--- src/sv/barometric_sensor_compensation_core_macros.svh ---
// Assertion macros shared by the barometric compensation core.
`ifndef BAROMETRIC_SENSOR_COMPENSATION_CORE_MACROS_SVH
`define BAROMETRIC_SENSOR_COMPENSATION_CORE_MACROS_SVH

// same-cycle implication, checked on clk, quiet during reset
`define BSC_ASSERT_IMP(label, ante, cons, msg) \
	label: assert property (@(posedge clk) disable iff (!arst_n) (ante) |-> (cons)) \
		else $error(msg);

// next-cycle implication, checked on clk, quiet during reset
`define BSC_ASSERT_NXT(label, ante, cons, msg) \
	label: assert property (@(posedge clk) disable iff (!arst_n) (ante) |=> (cons)) \
		else $error(msg);

`endif

--- src/sv/bsc_pkg.sv ---
// Shared types, constants and helper functions of the barometric compensation core.
package bsc_pkg;

	localparam int DivLen = 32;
	localparam int AddrW  = 5;

	localparam logic [2:0] RegAc1Ac2 = 3'd0;
	localparam logic [2:0] RegAc3Ac4 = 3'd1;
	localparam logic [2:0] RegAc5Ac6 = 3'd2;
	localparam logic [2:0] RegB1B2   = 3'd3;
	localparam logic [2:0] RegMcMd   = 3'd4;
	localparam logic [2:0] RegOss    = 3'd5;

	localparam logic [1:0]  OssReset   = 2'd3;
	localparam logic [31:0] TempOffset = 32'd4000;
	localparam logic [31:0] B4Bias     = 32'd32768;
	localparam logic [31:0] PressScale = 32'd50000;
	localparam logic [31:0] SignBit    = 32'h8000_0000;
	localparam logic [31:0] PolyA      = 32'd3038;
	localparam logic [31:0] PolyB      = 32'hFFFF_E343;
	localparam logic [31:0] PolyC      = 32'd3791;

	typedef struct packed {
		logic [15:0] ac1;
		logic [15:0] ac2;
		logic [15:0] ac3;
		logic [15:0] ac4;
		logic [15:0] ac5;
		logic [15:0] ac6;
		logic [15:0] b1;
		logic [15:0] b2;
		logic [15:0] mc;
		logic [15:0] md;
		logic [1:0]  oss;
	} coef_t;

	typedef struct packed {
		logic        fault;
		logic        neg;
		logic [18:0] up;
		logic [15:0] temp;
		logic [31:0] a;
	} ctx_t;

	function automatic logic [31:0] sx16(input logic [15:0] v);
		return {{16{v[15]}}, v};
	endfunction

	function automatic logic [31:0] asr32(input logic [31:0] x, input int unsigned n);
		return 32'($signed(x) >>> n);
	endfunction

endpackage

--- src/sv/bsc_cfg.sv ---
// APB register file holding the calibration coefficients and oversampling setting.
module bsc_cfg import bsc_pkg::*; (
	input  logic             clk,
	input  logic             arst_n,
	input  logic             psel,
	input  logic             penable,
	input  logic             pwrite,
	input  logic [AddrW-1:0] paddr,
	input  logic [31:0]      pwdata,
	output logic [31:0]      prdata,
	output coef_t            coef
);

	logic [31:0] ac1_ac2_q, ac3_ac4_q, ac5_ac6_q, b1_b2_q, mc_md_q;
	logic [1:0]  oss_q;
	logic        wr;

	assign wr = psel && penable && pwrite;

	always_ff @(posedge clk or negedge arst_n) begin
		if (!arst_n) begin
			ac1_ac2_q <= '0;
			ac3_ac4_q <= '0;
			ac5_ac6_q <= '0;
			b1_b2_q   <= '0;
			mc_md_q   <= '0;
			oss_q     <= OssReset;
		end else if (wr) begin
			unique case (paddr[AddrW-1:2])
				RegAc1Ac2: ac1_ac2_q <= pwdata;
				RegAc3Ac4: ac3_ac4_q <= pwdata;
				RegAc5Ac6: ac5_ac6_q <= pwdata;
				RegB1B2:   b1_b2_q   <= pwdata;
				RegMcMd:   mc_md_q   <= pwdata;
				RegOss:    oss_q     <= pwdata[1:0];
				default:   ;
			endcase
		end
	end

	always_comb begin
		unique case (paddr[AddrW-1:2])
			RegAc1Ac2: prdata = ac1_ac2_q;
			RegAc3Ac4: prdata = ac3_ac4_q;
			RegAc5Ac6: prdata = ac5_ac6_q;
			RegB1B2:   prdata = b1_b2_q;
			RegMcMd:   prdata = mc_md_q;
			RegOss:    prdata = {30'd0, oss_q};
			default:   prdata = '0;
		endcase
	end

	assign coef = '{ac1: ac1_ac2_q[31:16], ac2: ac1_ac2_q[15:0],
		ac3: ac3_ac4_q[31:16], ac4: ac3_ac4_q[15:0],
		ac5: ac5_ac6_q[31:16], ac6: ac5_ac6_q[15:0],
		b1: b1_b2_q[31:16], b2: b1_b2_q[15:0],
		mc: mc_md_q[31:16], md: mc_md_q[15:0], oss: oss_q};

endmodule

--- config.mk ---
export PLATFORM = sky130hd
export DESIGN_NAME = bsc_cfg
export DESIGN_NICKNAME = d
export VERILOG_FILES = /design/src/sv/barometric_sensor_compensation_core_macros.svh /design/src/sv/bsc_pkg.sv /design/src/sv/bsc_cfg.sv
export SDC_FILE = /design/constraint.sdc
export NUM_CORES = 1
export LEC_CHECK = 0
export BUFFER_PORTS_ARGS = -buffer_cell sky130_fd_sc_hd__buf_2
export CAP_MARGIN = 15
export CORE_MARGIN = 2
export CORE_UTILIZATION = 47
export CTS_CLUSTER_DIAMETER = 150
export DETAILED_ROUTE_END_ITERATION = 16
export PLACE_DENSITY_LB_ADDON = 0.15
export SKIP_CTS_REPAIR_TIMING = 1
export SYNTH_ARGS = -nofsm -noshare
export SYNTH_HDL_FRONTEND = slang
export SYNTH_SLANG_ARGS = --single-unit
--- constraint.sdc ---
create_clock -name clk -period 2.2 [get_ports clk]
set_input_delay 0.44 -clock clk [delete_from_list [all_inputs] [get_ports clk]]
set_output_delay 0.44 -clock clk [all_outputs]
set_load 0.005 [all_outputs]
======== Word level (Yosys, flattened, before mapping) ========
Cells that the tools add are included.
word-level totals
  register bits after elaboration ......... 162
  latch bits .............................. 0
  memory bits (writable) .................. 0
  ROM bits ................................ 0
  input bits .............................. 42
  output and inout port bits .............. 194
  word-level logic and storage cells ...... 21
  memories kept ........................... 0
operators by class
  add/subtract/negate cells ............... 0
  multiply operators ...................... 0
  divide/modulo/power cells ............... 0
  $lt $le $gt $ge ......................... 0
  eq/ne operators ......................... 5
  shift operators ......................... 0
  multiplexer cells ....................... 1
  bitwise logic cells ..................... 0
  reductions and logical operators ........ 9
operators with widths
  operator                                                                count
  32-bit one-hot mux with 6 select lines                                  1
  2-bit AND reduction                                                     6
  3-bit by 2-bit equality test with 1-bit output (second input constant)  2
  3-bit equality test (second input constant)                             2
  3-bit by 1-bit equality test with 1-bit output (second input constant)  1
  3-bit zero test                                                         1
  1-bit logical AND                                                       2

======== Longest topological paths before layout ========
  word-level depth ........................ 3
  depth in mapped cells ................... 6
  mapped depth without buffers ............ 3

======== Worst setup path before layout ========
Ideal clock, no wire load.
  path kind ............................... in2out
  start point ............................. input port paddr[2]
  end point ............................... output port prdata[12]
  arrival ................................. 1.440 ns
  data required time ...................... 1.760 ns
  slack ................................... 0.320 ns
  stages .................................. 6
  buffers on the path ..................... 4
  cell sequence ........................... buf_4 buf_2 buf_2 clkbuf_1 o21ai_0 o21a_1
between the ends
  cells in the longest elaborated chain, start to end .. 2
  elaborated cells between the ends (all ways) .. 7
  those cells by class .................... eq/ne: 5; mux: 1; reduce/logical: 1
ends and longest elaborated chain
  what                                         line           RTL
  start, declared                              bsc_cfg.sv:8   input logic [AddrW-1:0] paddr,
  3-bit equality test (tied with other cells)  bsc_cfg.sv:42  unique case (paddr[AddrW-1:2])
  32-bit one-hot mux with 6 select lines *     bsc_cfg.sv:42
  end, declared                                bsc_cfg.sv:10  output logic [31:0] prdata,
Mark *: on every way between the ends. The rest lies on a longest branch, timed or not.

======== Worst setup path after layout ========
  start point ............................. input port paddr[2]
  end point ............................... output port prdata[17]
The elaborated chain is that of the path after synthesis.

==> flow_summary.toml <==
[synthesis]
synth_top_area_cell = "dfrtp_1"
synthArstFlopShare_pct = 100
synthTopCellsByArea = "dfrtp_1 (53%), mux2_2 (21%), mux2_4 (5.9%)"
synth_area_um2 = 7620
synthesis.nets = 587
synth-edff-count = 0
synth.avg_cell_area_um2 = 14.0
synth_warnings = 0
ys_seq_elements = 162
syn_inst = 545
synth_cell_type_count = 31
synth_common_cells = "dfrtp_1 (160), mux2_2 (141), mux2i_1 (32)"
seq_area_frac_synth_pct = 53.3
synth_most_common_cell = "dfrtp_1"
synth-main-ff-cell = "dfrtp_1"
synth_top_area_share_pct = 52.6

[place]
place_congestion = 0.887
port_buffers = 233
post-place-ws_ns = 0.105
dpl_cell_area_um2 = 9290
dpl.cell_count = 985
dp_hpwl_um = 14400

[cts]
numCtsBuffers = 17
cts_buffer_depth = 2
htreeDepth = 4
tritoncts = "done"
clk_pin_slew_worst_paths_ns = 0.06
cts-root-buf = "clkbuf_16"
cts.sink_count = 162
worstSkewPairLatency_ns = 0.42

[setup_path]
cp.required_ns = 1.76
reg2reg_to = "ac5_ac6_q[13]$_DFFE_PN0P_"
ff2ff_path_depth = 1
worst_ep_arrival_time_ns = 1.62
critPathKind = "in -> out"
cp_top_family = "buffers and inverters"
critPathCaptureType = "output port"
cp_num_buf_inv = 4
start_kind = "input port"
worstPathMaxFanout = 26
rrSetupSlack_ns = 1.38
cpPeakStageDelay_ns = 0.20
cp_slowest_cell = "buf_12"
cp_cell_sequence = "buf_2, buf_12, nor2b_2, buf_6, a22oi_1, o22ai_1, buf_2"
cpMostUsedCell = "buf_2"
timing.rr.start = "ac5_ac6_q[13]$_DFFE_PN0P_"

[timing]
clock-skew-final_ns = 0
drv_slew = 0
fmax_ghz = 0.485
postLayoutSetupSlackWorst_ns = 0.140
worst_pin_slew_ns = 0.480
min_period_over_period_pct = 93.6
slew_headroom_pct = 68.0
fin_setup_tns_ns = 0
hold_violations = 0
hold-worst-slack_ns = 0.294
setup_violations = 0
min_period_ns = 2.06
rsz0062_at_grt = "no"

[min_path]
worstHoldStart = "pwdata[16]"
holdPathStages = 2
hp-class = "in -> reg"
hold_end = "ac5_ac6_q[16]$_DFFE_PN0P_"

[routing]
drc = 0
met1Wirelength_um = 9090
top_layer = "met4"
vias = 5581
viasPerCell = 5.47
drtPass1Iterations = 4
wl_um = 20700
drtIter0Drc = 268
wl_per_cell_um = 20.3
ant_nets = 0
dr_wl_met3_um = 1530
route.met2.wl_um = 9610

[power_and_ir_drop]
p_per_area_nw_per_um2 = 911
p_leak_nw = 4.99
ir_drop_mv = 0.556

[global_route]
overflow = 0
grt_pass1_wl_um = 32900
grt_pass1_vias = 5821
grt_max_degree = 49
antenna_found_initial = 1
grt_use_total_pct = 24.4

[final_layout]
design_area_um2 = 9900
num-nets-final = 831
area_growth_pct = 30.0
drive_above_1_share_pct = 59.6
final_cells = 1020
fillers = 1296

[status]
outcome = "finished clean"

[die]
start_util_pct = 47.9
core.rowCount = 46
dieArea_um2 = 17200
core_um2 = 15900
io_pins = 236
die_y_um = 131
fp.dieW_um = 131

[job]
drv_cap = 0
-- report_power, final --
group	switching, mW	internal (mW)
Sequential	0.459	3.57
Clock	1.14	1.78
Combinational	0.860	1.21
-- per-layer routing --
metal  vias up  GRT usage, %
met1      2811          31.7
met3        35          7.75
met5         -             0
met4         0          8.76
li1       2524             -
met2       211          38.6
-- kinds of logic after synthesis --
logic type      share of synthesized area, %
flops                                   53.3
compound gates                          8.40
mux                                     31.9
simple gates                            3.40
buf+inv                                 3.09
-- worst max path at each step --
| stage | cells after the start | to | startpoint |
|---|---|---|---|
| 2_1_floorplan | 6 | prdata[12] | paddr[2] |
| 3_3_place_gp | 7 | prdata[22] | paddr[2] |
| 3_5_place_dp | 7 | prdata[17] | paddr[2] |
| 4_1_cts | 7 | prdata[17] | paddr[2] |
| 5_1_grt | 7 | prdata[17] | paddr[2] |
| 6_report | 7 | prdata[17] | paddr[2] |
-- through the flow --
stage	util [%]	total power, mW
4_1_cts	62.2	9.10
5_1_grt	62.3	9.49
3_5_place_dp	58.5	6.15
2_1_floorplan	-	5.03
3_3_place_gp	58.5	6.06
6_report	62.3	9.02
-- flip-flops by register name (all words and copies together), names as in the netlist --
name / cells
b1_b2_q: 32
ac5_ac6_q: 32
ac3_ac4_q: 32
oss_q: 2
ac1_ac2_q: 32
mc_md_q: 32
-- final cells by class --
type / count / area (um2) / area share, %
flip-flops and latches: 162 / 4060 / 41.0
multi-input cells: 340 / 3360 / 33.9
repair buffers: 268 / 1620 / 16.4
clock buffers: 23 / 488 / 4.93
well taps: 216 / 270 / 2.73
clock inverters: 9 / 104 / 1.05
diodes: 2 / 5.00 / 0.0505
-- layout by cell type (no fill, tap or decap), types with 3 or more instances in the layout --
cell / count
o21a_1: 14
mux2_1: 6
o221ai_1: 3
clkbuf_16: 17
buf_12: 14
nor2b_1: 3
clkinv_2: 4
a22oi_1: 16
buf_4: 20
nor3b_1: 15
o2bb2ai_1: 13
clkbuf_8: 4
nor2_4: 3
o22ai_1: 14
nand4b_1: 3
buf_2: 231
a21oi_1: 17
mux2i_1: 32
dfrtp_1: 160
mux2_2: 141
o21ai_0: 15
mux2_4: 30
Power figures use the tool's default switching activity.
